### src/rtl/labeled_interval_membership_table_unit_defines.svh
// Assertion macros for the labeled interval membership table unit.
// Used by the top level only; no other dependencies.
`ifndef LABELED_INTERVAL_MEMBERSHIP_TABLE_UNIT_DEFINES_SVH
`define LABELED_INTERVAL_MEMBERSHIP_TABLE_UNIT_DEFINES_SVH
`ifndef SYNTHESIS
// Check a property on every clock edge outside reset
`define LIMTU_ASSERT(label, prop) \
    label: assert property (@(posedge aclk) disable iff (!aresetn) prop) \
        else $error("limtu assertion failed");
// Check a property on every clock edge, reset included
`define LIMTU_ASSERT_ALWAYS(label, prop) \
    label: assert property (@(posedge aclk) prop) \
        else $error("limtu assertion failed");
`else
`define LIMTU_ASSERT(label, prop)
`define LIMTU_ASSERT_ALWAYS(label, prop)
`endif
`endif

### src/rtl/limtu_pkg.sv
// Shared types and constants for the labeled interval membership table unit.
// No dependencies.
`default_nettype none
package limtu_pkg;

    localparam int TABLE_ENTRIES = 64;
    localparam int FRAME_W       = 24;
    localparam int LABEL_W       = 8;
    localparam int IDX_W         = $clog2(TABLE_ENTRIES);
    localparam int CNT_W         = $clog2(TABLE_ENTRIES + 1);

    localparam int IN_BITS       = 3 * FRAME_W + LABEL_W;
    localparam int S_TDATA_W     = ((IN_BITS + 7) / 8) * 8;
    localparam int M_TDATA_W     = 8;

    // Request kinds carried on s_tuser
    localparam logic FUNC_ADD    = 1'b0;
    localparam logic FUNC_CHECK  = 1'b1;

    typedef enum logic [1:0] {
        ST_IDLE,
        ST_DECIDE,
        ST_CACHE,
        ST_SCAN
    } limtu_state_t;

    typedef struct packed {
        logic [FRAME_W-1:0] low;
        logic [FRAME_W-1:0] high;
        logic [LABEL_W-1:0] tag;
    } limtu_entry_t;

    // Controller to datapath
    typedef struct packed {
        logic capture;
        logic add_commit;
        logic rd_cache;
        logic scan_start;
        logic scan_step;
        logic cache_set;
        logic result_load;
        logic result_hit;
        logic result_drop;
    } limtu_cmd_t;

    // Datapath to controller
    typedef struct packed {
        logic is_check;
        logic table_empty;
        logic table_full;
        logic frame_above;
        logic cache_usable;
        logic match;
        logic cmp_valid;
        logic cmp_last;
        logic out_free;
    } limtu_sts_t;

endpackage
`default_nettype wire

### src/rtl/limtu_ctrl.sv
// Controller state machine for the interval table: sequences add, cache probe and scan.
// Depends on limtu_pkg.
`default_nettype none
module limtu_ctrl (
    input  wire logic                 aclk,
    input  wire logic                 aresetn,
    input  wire logic                 s_tvalid,
    output logic                      s_tready,
    input  wire limtu_pkg::limtu_sts_t sts,
    output limtu_pkg::limtu_cmd_t     cmd
);
    import limtu_pkg::*;

    limtu_state_t state_reg;
    limtu_state_t state_next;

    // Hold the state
    always_ff @(posedge aclk) begin
        if (!aresetn) begin
            state_reg <= ST_IDLE;
        end else begin
            state_reg <= state_next;
        end
    end

    // Decide the next state and the commands
    always_comb begin
        state_next = state_reg;
        cmd        = '0;
        s_tready   = 1'b0;
        case (state_reg)
            ST_IDLE: begin
                s_tready = 1'b1;
                if (s_tvalid) begin
                    cmd.capture = 1'b1;
                    state_next  = ST_DECIDE;
                end
            end
            ST_DECIDE: begin
                if (!sts.is_check) begin
                    if (sts.out_free) begin
                        cmd.result_load = 1'b1;
                        if (sts.table_full) begin
                            cmd.result_drop = 1'b1;
                        end else begin
                            cmd.add_commit = 1'b1;
                        end
                        state_next = ST_IDLE;
                    end
                end else if (sts.table_empty || sts.frame_above) begin
                    if (sts.out_free) begin
                        cmd.result_load = 1'b1;
                        cmd.result_hit  = sts.table_empty;
                        state_next      = ST_IDLE;
                    end
                end else if (sts.cache_usable) begin
                    cmd.rd_cache = 1'b1;
                    state_next   = ST_CACHE;
                end else begin
                    cmd.scan_start = 1'b1;
                    state_next     = ST_SCAN;
                end
            end
            ST_CACHE: begin
                if (sts.match) begin
                    if (sts.out_free) begin
                        cmd.result_load = 1'b1;
                        cmd.result_hit  = 1'b1;
                        state_next      = ST_IDLE;
                    end
                end else begin
                    cmd.scan_start = 1'b1;
                    state_next     = ST_SCAN;
                end
            end
            ST_SCAN: begin
                if (sts.cmp_valid && sts.match) begin
                    if (sts.out_free) begin
                        cmd.result_load = 1'b1;
                        cmd.result_hit  = 1'b1;
                        cmd.cache_set   = 1'b1;
                        state_next      = ST_IDLE;
                    end
                end else if (sts.cmp_valid && sts.cmp_last) begin
                    if (sts.out_free) begin
                        cmd.result_load = 1'b1;
                        state_next      = ST_IDLE;
                    end
                end else begin
                    cmd.scan_step = 1'b1;
                end
            end
            default: begin
                state_next = ST_IDLE;
            end
        endcase
    end

endmodule
`default_nettype wire

### src/rtl/limtu_dp.sv
// Datapath for the interval table: request latch, interval memory, scan pointer,
// cache, highest end tracking and result register. Depends on limtu_pkg.
`default_nettype none
module limtu_dp (
    input  wire logic                           aclk,
    input  wire logic                           aresetn,
    input  wire logic [limtu_pkg::S_TDATA_W-1:0] s_tdata,
    input  wire logic                           s_tuser,
    output logic                                m_tvalid,
    input  wire logic                           m_tready,
    output logic [limtu_pkg::M_TDATA_W-1:0]     m_tdata,
    input  wire limtu_pkg::limtu_cmd_t          cmd,
    output limtu_pkg::limtu_sts_t               sts
);
    import limtu_pkg::*;

    // Request fields
    logic                 func_reg;
    logic [FRAME_W-1:0]   lo_reg;
    logic [FRAME_W-1:0]   hi_reg;
    logic [FRAME_W-1:0]   frame_reg;
    logic [LABEL_W-1:0]   label_reg;

    // Table bookkeeping
    logic [CNT_W-1:0]     count_reg;
    logic [FRAME_W-1:0]   highest_reg;
    logic                 cache_valid_reg;
    logic [IDX_W-1:0]     cache_idx_reg;

    // Scan pointer and compare stage
    logic [CNT_W-1:0]     scan_idx_reg;
    logic [IDX_W-1:0]     cmp_idx_reg;
    logic                 cmp_valid_reg;

    // Interval memory
    limtu_entry_t         mem [TABLE_ENTRIES];
    limtu_entry_t         rd_data_reg;
    limtu_entry_t         wr_entry;
    logic [IDX_W-1:0]     rd_addr;
    logic                 rd_en;

    // Result register
    logic                 m_valid_reg;
    logic                 hit_reg;
    logic                 drop_reg;

    logic [FRAME_W-1:0]   in_first;
    logic [FRAME_W-1:0]   in_last;
    logic                 tag_ok;

    assign in_first = s_tdata[FRAME_W-1:0];
    assign in_last  = s_tdata[2*FRAME_W-1:FRAME_W];

    // Latch the request, ordering the bounds
    always_ff @(posedge aclk) begin
        if (cmd.capture) begin
            func_reg  <= s_tuser;
            lo_reg    <= (in_first > in_last) ? in_last : in_first;
            hi_reg    <= (in_first > in_last) ? in_first : in_last;
            frame_reg <= s_tdata[3*FRAME_W-1:2*FRAME_W];
            label_reg <= s_tdata[3*FRAME_W+LABEL_W-1:3*FRAME_W];
        end
    end

    // Advance the fill count and the highest end on a stored add
    always_ff @(posedge aclk) begin
        if (!aresetn) begin
            count_reg   <= '0;
            highest_reg <= '0;
        end else if (cmd.add_commit) begin
            count_reg <= count_reg + CNT_W'(1);
            if (hi_reg > highest_reg) begin
                highest_reg <= hi_reg;
            end
        end
    end

    // Remember the lowest entry that hit in the last scan
    always_ff @(posedge aclk) begin
        if (!aresetn) begin
            cache_valid_reg <= 1'b0;
            cache_idx_reg   <= '0;
        end else if (cmd.cache_set) begin
            cache_valid_reg <= 1'b1;
            cache_idx_reg   <= cmp_idx_reg;
        end
    end

    // Step the scan pointer; the compare stage trails it by one read
    always_ff @(posedge aclk) begin
        if (!aresetn) begin
            cmp_valid_reg <= 1'b0;
            scan_idx_reg  <= '0;
            cmp_idx_reg   <= '0;
        end else if (cmd.scan_start) begin
            cmp_valid_reg <= 1'b0;
            scan_idx_reg  <= '0;
        end else if (cmd.scan_step) begin
            cmp_valid_reg <= 1'b1;
            cmp_idx_reg   <= scan_idx_reg[IDX_W-1:0];
            scan_idx_reg  <= scan_idx_reg + CNT_W'(1);
        end
    end

    // Write a new interval at the fill position
    assign wr_entry = '{low: lo_reg, high: hi_reg, tag: label_reg};

    always_ff @(posedge aclk) begin
        if (cmd.add_commit) begin
            mem[count_reg[IDX_W-1:0]] <= wr_entry;
        end
    end

    // Read one entry per cycle while the scan steps or the cache is probed, either the cached index or the scan pointer
    assign rd_addr = cmd.rd_cache ? cache_idx_reg : scan_idx_reg[IDX_W-1:0];
    assign rd_en   = cmd.rd_cache | cmd.scan_step;

    always_ff @(posedge aclk) begin
        if (rd_en) begin
            rd_data_reg <= mem[rd_addr];
        end
    end

    // Hold the result until the downstream side takes it
    always_ff @(posedge aclk) begin
        if (!aresetn) begin
            m_valid_reg <= 1'b0;
        end else if (cmd.result_load) begin
            m_valid_reg <= 1'b1;
        end else if (m_tready) begin
            m_valid_reg <= 1'b0;
        end
    end

    always_ff @(posedge aclk) begin
        if (cmd.result_load) begin
            hit_reg  <= cmd.result_hit;
            drop_reg <= cmd.result_drop;
        end
    end

    assign m_tvalid = m_valid_reg;
    assign m_tdata  = {{(M_TDATA_W-2){1'b0}}, drop_reg, hit_reg};

    // Report status to the controller
    assign tag_ok = (label_reg == '0) || (label_reg == rd_data_reg.tag);

    always_comb begin
        sts              = '0;
        sts.is_check     = (func_reg == FUNC_CHECK);
        sts.table_empty  = (count_reg == '0);
        sts.table_full   = (count_reg == CNT_W'(TABLE_ENTRIES));
        sts.frame_above  = (frame_reg > highest_reg);
        sts.cache_usable = cache_valid_reg && (CNT_W'(cache_idx_reg) < count_reg);
        sts.match        = tag_ok && (frame_reg >= rd_data_reg.low)
                           && (frame_reg <= rd_data_reg.high);
        sts.cmp_valid    = cmp_valid_reg;
        sts.cmp_last     = ((CNT_W'(cmp_idx_reg) + CNT_W'(1)) == count_reg);
        sts.out_free     = !m_valid_reg || m_tready;
    end

endmodule
`default_nettype wire

### src/rtl/labeled_interval_membership_table_unit.sv
// Top level of the labeled interval membership table unit.
// Depends on limtu_pkg, limtu_ctrl, limtu_dp and the assertion macro header.
//
//  channel | dir | tdata fields (low bit up)                          | tuser
//  s_      | in  | first_frame, last_frame, frame_number, label_id    | func
//  m_      | out | frame_hit, add_dropped, six zero pad bits          | -
//
// One request at a time. An add is answered from ST_DECIDE, as is a check on an empty
// table or above the highest end; a cache hit is answered from ST_CACHE, and a scan from
// ST_SCAN through the single read port of the interval memory, one entry a cycle unless a stalled result holds it.
// Reset clears counts, highest end and cache; entries are only read below the fill count,
// so no clearing pass runs. A stalled result holds the controller until m_tready.
`default_nettype none
`include "labeled_interval_membership_table_unit_defines.svh"
module labeled_interval_membership_table_unit (
    input  wire logic                            aclk,
    input  wire logic                            aresetn,
    input  wire logic                            s_tvalid,
    output logic                                 s_tready,
    // first_frame, last_frame, frame_number, label_id
    input  wire logic [limtu_pkg::S_TDATA_W-1:0] s_tdata,
    // func
    input  wire logic                            s_tuser,
    output logic                                 m_tvalid,
    input  wire logic                            m_tready,
    // frame_hit, add_dropped, zero pad
    output logic [limtu_pkg::M_TDATA_W-1:0]      m_tdata
);
    import limtu_pkg::*;

    limtu_cmd_t cmd;
    limtu_sts_t sts;

    limtu_ctrl u_ctrl (
        .aclk     (aclk),
        .aresetn  (aresetn),
        .s_tvalid (s_tvalid),
        .s_tready (s_tready),
        .sts      (sts),
        .cmd      (cmd)
    );

    limtu_dp u_dp (
        .aclk     (aclk),
        .aresetn  (aresetn),
        .s_tdata  (s_tdata),
        .s_tuser  (s_tuser),
        .m_tvalid (m_tvalid),
        .m_tready (m_tready),
        .m_tdata  (m_tdata),
        .cmd      (cmd),
        .sts      (sts)
    );

    // Never store into a full table
    `LIMTU_ASSERT(a_no_add_when_full, cmd.add_commit |-> !sts.table_full)
    // Never overwrite a result that is still waiting
    `LIMTU_ASSERT(a_no_result_overrun, cmd.result_load |-> sts.out_free)
    // Cache only takes an entry that was compared and matched
    `LIMTU_ASSERT(a_cache_on_match, cmd.cache_set |-> (sts.cmp_valid && sts.match))
    // One request in flight: no acceptance right after another
    `LIMTU_ASSERT_ALWAYS(a_one_in_flight, (s_tvalid && s_tready) |=> !s_tready)

endmodule
`default_nettype wire

### config.mk
export PLATFORM = sky130hd
export DESIGN_NAME = labeled_interval_membership_table_unit
export DESIGN_NICKNAME = d
export VERILOG_FILES = /design/src/rtl/limtu_pkg.sv /design/src/rtl/limtu_ctrl.sv /design/src/rtl/limtu_dp.sv /design/src/rtl/labeled_interval_membership_table_unit.sv
export VERILOG_INCLUDE_DIRS = /design/src /design/src/rtl
export SDC_FILE = /design/constraint.sdc
export NUM_CORES = 2
export LEC_CHECK = 0
export BUFFER_PORTS_ARGS = -buffer_cell sky130_fd_sc_hd__clkbuf_2
export CORE_MARGIN = 5
export CORE_UTILIZATION = 45
export DETAILED_ROUTE_END_ITERATION = 12
export MAX_ROUTING_LAYER = met4
export PLACE_DENSITY_LB_ADDON = 0.12
export SETUP_SLACK_MARGIN = 0.5
export SLEW_MARGIN = 20
export SYNTH_ARGS = -nofsm -noshare
export SYNTH_HDL_FRONTEND = slang
export SYNTH_SLANG_ARGS = --single-unit
### constraint.sdc
create_clock -name aclk -period 6.9 [get_ports aclk]
set_clock_uncertainty 0.05 [all_clocks]
set_input_delay 1.38 -clock aclk [delete_from_list [all_inputs] [get_ports aclk]]
set_output_delay 1.38 -clock aclk [all_outputs]
set_load 0.02 [all_outputs]
==> reports/qor.yml <==
status:
  result_of_the_run: "complete, no violations"
sta:
  final.setup.tns_ns: 0
  timing_worst_slew_pin_value_ns: 1.25
  timing.final.crit_share: 0.849
  finalWorstSetupSlack_ns: 1.04
  max_freq_mhz: 171
  maxSlewViolCount: 0
  timing.final.hold_violations: 0
  setup_viol: 0
  period_minus_slack_ns: 5.86
  hold_slack_ns: 0.454
  setup_repair_after_global_routing_missed_its_margin: "no"
  worst_slew_margin_rel: 0.164
setup_path:
  worst_setup_path_start_kind: "register"
  r2r-end: "u_dp.rd_data_reg[48]"
  timing.critical_path.arrival_ns: 6.53
  critical_path.endpoint_type: "register"
  crit_fanout: 9
  rr_startpoint: "u_dp.frame_reg[19]"
  worstSetupEndpoint: "u_dp.rd_data_reg[48]"
  cp_launch_point: "u_dp.frame_reg[19]"
  register_to_register_setup_slack_ns: 1.04
  crit_type: "reg -> reg"
  r2r_cells: 12
  required_time_reported_for_the_critical_path_endpoint_ns: 7.57
synthesis:
  synth.avg_cell_area_um2: 15.0
  distinct_cell_type_count_of_the_synthesized_netlist: 75
  async_flop_share: 0
  yosysWarningCount: 0
  synth-seq-cells: 3777
  fraction_of_the_yosys_area_taken_by_sequential_cells: 0.747
  synth_ff_type: "sky130_fd_sc_hd__edfxtp_1"
  syn-cell-area_um2: 151000
  syn_inst: 10100
  synth_enable_flop_cells: 3723
floorplanning:
  dieHeight_um: 589
  chipWidth_um: 589
  initial_core_util: 0.452
  io_pins: 95
  core_um2: 334000
  num_rows: 212
  fp.dieArea_um2: 347000
grt:
  grt.total_usage: 0.308
  grt_max_degree: 129
  first_pass_grt_wire_length_um: 728000
  congestion_overflow_gr: 0
  number_of_antenna_violations_at_the_first_check_in_global_routing: 23
  first_global_vias: 89600
clock_tree:
  cts-htree-levels: 5
  clockRootBuffer: "sky130_fd_sc_hd__clkbuf_16"
  clock_sinks: 3777
  clk-insertion-delay-late_ns: 0.98
  cts_setup_buffers: 0
  clock_path_buffers: 4
  postCtsHoldBufs: 0
  cts.clk_slew.worst_paths_ns: 0.07
  post_cts_resized: 0
  tritoncts.num_buffers: 396
  cts_tree: "yes"
power:
  power_leakage_nw: 63.7
  worst_vdd_ir_v: 0.000233
  total_power_divided_by_cell_area_nw_per_um2: 276
finish:
  largest_register_ff_count: 3584
  drive_gt1_frac: 0.115
  fin_nets: 10600
  layout.cells.most_common_list: "sky130_fd_sc_hd__edfxtp_1 (3723), sky130_fd_sc_hd__nand2_1 (1904), sky130_fd_sc_hd__mux2i_1 (1049), sky130_fd_sc_hd__nand3_1 (618), sky130_fd_sc_hd__a21oi_1 (512)"
  multi_input_area_um2: 35300
  num-fill-cells: 27600
  synthToLayoutAreaGrowth_pct: 13.9
  layout_commonest_cell: "sky130_fd_sc_hd__edfxtp_1"
  seq_area_um2: 113000
routing:
  drt_first_iter_violations: 12500
  final_wl_um: 533000
  routed_wire_length_per_instance_um: 35.3
  ant_nets: 0
  dr.pass1.iters: 8
  vias: 94400
  route.detailed.drc: 0
  viasPerCell: 6.25
place:
  place.gp.congestion: 0.902
  dpl.hpwl_um: 295000
  port_buffers: 88
  dpl_worst_slack_ns: 1.11
hold_path:
  hp-start: "u_dp.highest_reg[14]"
  worst_hold_path_type: "reg -> reg"
  hold_path_depth: 2
flow_run:
  max-cap-violations: 0
-- cell families (layout without fill, tap and decap cells) --
family                     Yosys count  in the layout  share of synthesized area
other                                1             17                  0.0000248
DFF                               3777           3777                      0.747
buffers and inverters              734           1366                     0.0233
and+or+nand+nor                   2988           2988                     0.0850
muxes                             1103           1103                     0.0736
adders and majority gates          134            134                     0.0111
xor gates and xnor gates            18             18                    0.00104
AOI/OAI and AO/OA                 1313           1313                     0.0586
-- worst min-delay path by stage --
stage | to | slack [ns]
finish | u_dp.highest_reg[14] | 0.45
global placement | u_dp.highest_reg[19] | 0.43
floorplan | u_dp.cache_valid_reg | 0.38
detailed placement | u_dp.highest_reg[6] | 0.44
global route | u_dp.highest_reg[6] | 0.48
CTS | u_dp.highest_reg[18] | 0.45
-- cell usage after synthesis (15+ instances only) --
cell                       instances  share of area
sky130_fd_sc_hd__clkbuf_1        247         0.0061
sky130_fd_sc_hd__nor2_1          130         0.0032
sky130_fd_sc_hd__xnor2_1          16        0.00093
sky130_fd_sc_hd__a221oi_1         20         0.0012
sky130_fd_sc_hd__nor4_1          111         0.0046
sky130_fd_sc_hd__a21oi_1         512          0.017
sky130_fd_sc_hd__o21a_1           15        0.00075
sky130_fd_sc_hd__nand2_1        1911          0.047
sky130_fd_sc_hd__a222oi_1         30         0.0020
sky130_fd_sc_hd__dfxtp_1          54         0.0072
sky130_fd_sc_hd__edfxtp_1       3723           0.74
sky130_fd_sc_hd__buf_4            89         0.0044
sky130_fd_sc_hd__buf_6            22         0.0016
sky130_fd_sc_hd__nand4_1          51         0.0021
sky130_fd_sc_hd__inv_1           127         0.0032
sky130_fd_sc_hd__o221ai_1        107         0.0062
sky130_fd_sc_hd__or3_1            59         0.0024
sky130_fd_sc_hd__nand3_1         619          0.021
sky130_fd_sc_hd__o21ai_0          59         0.0020
sky130_fd_sc_hd__a21o_1           30         0.0015
sky130_fd_sc_hd__a211o_1          26         0.0015
sky130_fd_sc_hd__o41ai_1          21         0.0012
sky130_fd_sc_hd__ha_1            134          0.011
sky130_fd_sc_hd__and3_1           30         0.0012
sky130_fd_sc_hd__a311oi_1         24         0.0014
sky130_fd_sc_hd__buf_2           203         0.0067
sky130_fd_sc_hd__mux2_2           51         0.0038
sky130_fd_sc_hd__o22ai_1         150         0.0062
sky130_fd_sc_hd__nor3_1           27        0.00089
sky130_fd_sc_hd__o31ai_1          23         0.0011
sky130_fd_sc_hd__a31oi_1          62         0.0026
sky130_fd_sc_hd__a32oi_1         127         0.0074
sky130_fd_sc_hd__buf_1            44         0.0011
sky130_fd_sc_hd__mux2i_1        1051          0.070
-- routing by layer --
layer / global-route usage / share of wire
met5: - / 0
met4: 0.138 / 0.055
met3: 0.0478 / 0.089
met2: 0.472 / 0.46
met1: 0.409 / 0.40
-- stage by stage --
| step | area, um^2 | instances | power (mW) | util |
|---|---|---|---|---|
| after floorplan | 151000 | 10100 | 26.7 | - |
| after global placement | 159000 | 14400 | 27.3 | 0.477 |
| after detailed placement | 160000 | 14400 | 27.3 | 0.478 |
| after CTS | 172000 | 15100 | 47.8 | 0.515 |
| after global routing | 172000 | 15100 | 48.8 | 0.515 |
| final | 172000 | 15100 | 47.5 | 0.515 |
-- report_power, final --
part           internal (mW)  switching (mW)  total (mW)
Sequential              25.6           0.116        25.7
Clock                   11.8            8.88        20.7
Combinational          0.243           0.902        1.15
-- critical path: stages, from the launching register on --
cell and delay (ns):
sky130_fd_sc_hd__edfxtp_1 0.45, sky130_fd_sc_hd__ha_1 0.36, sky130_fd_sc_hd__nand4_1 0.20, sky130_fd_sc_hd__nor4b_1 0.67
sky130_fd_sc_hd__nand4_2 0.26, sky130_fd_sc_hd__o21ai_2 0.25, sky130_fd_sc_hd__nand3_2 0.38, sky130_fd_sc_hd__mux2_2 0.70
sky130_fd_sc_hd__nand2_1 0.69, sky130_fd_sc_hd__buf_4 0.41, sky130_fd_sc_hd__o41ai_1 0.72, sky130_fd_sc_hd__o22ai_1 0.28
sky130_fd_sc_hd__o211a_1 0.18
-- final cells by class --
type / count / share of cell area
sequential: 3777 / 0.656
multi-input combinational: 5562 / 0.205
clock buffer: 489 / 0.0609
tap: 4387 / 0.0319
timing repair buffer: 521 / 0.0316
clock inverter: 228 / 0.0111
inverter: 128 / 0.00279
antenna: 11 / 0.000160
No activity file was read; power rests on OpenSTA's default activity.
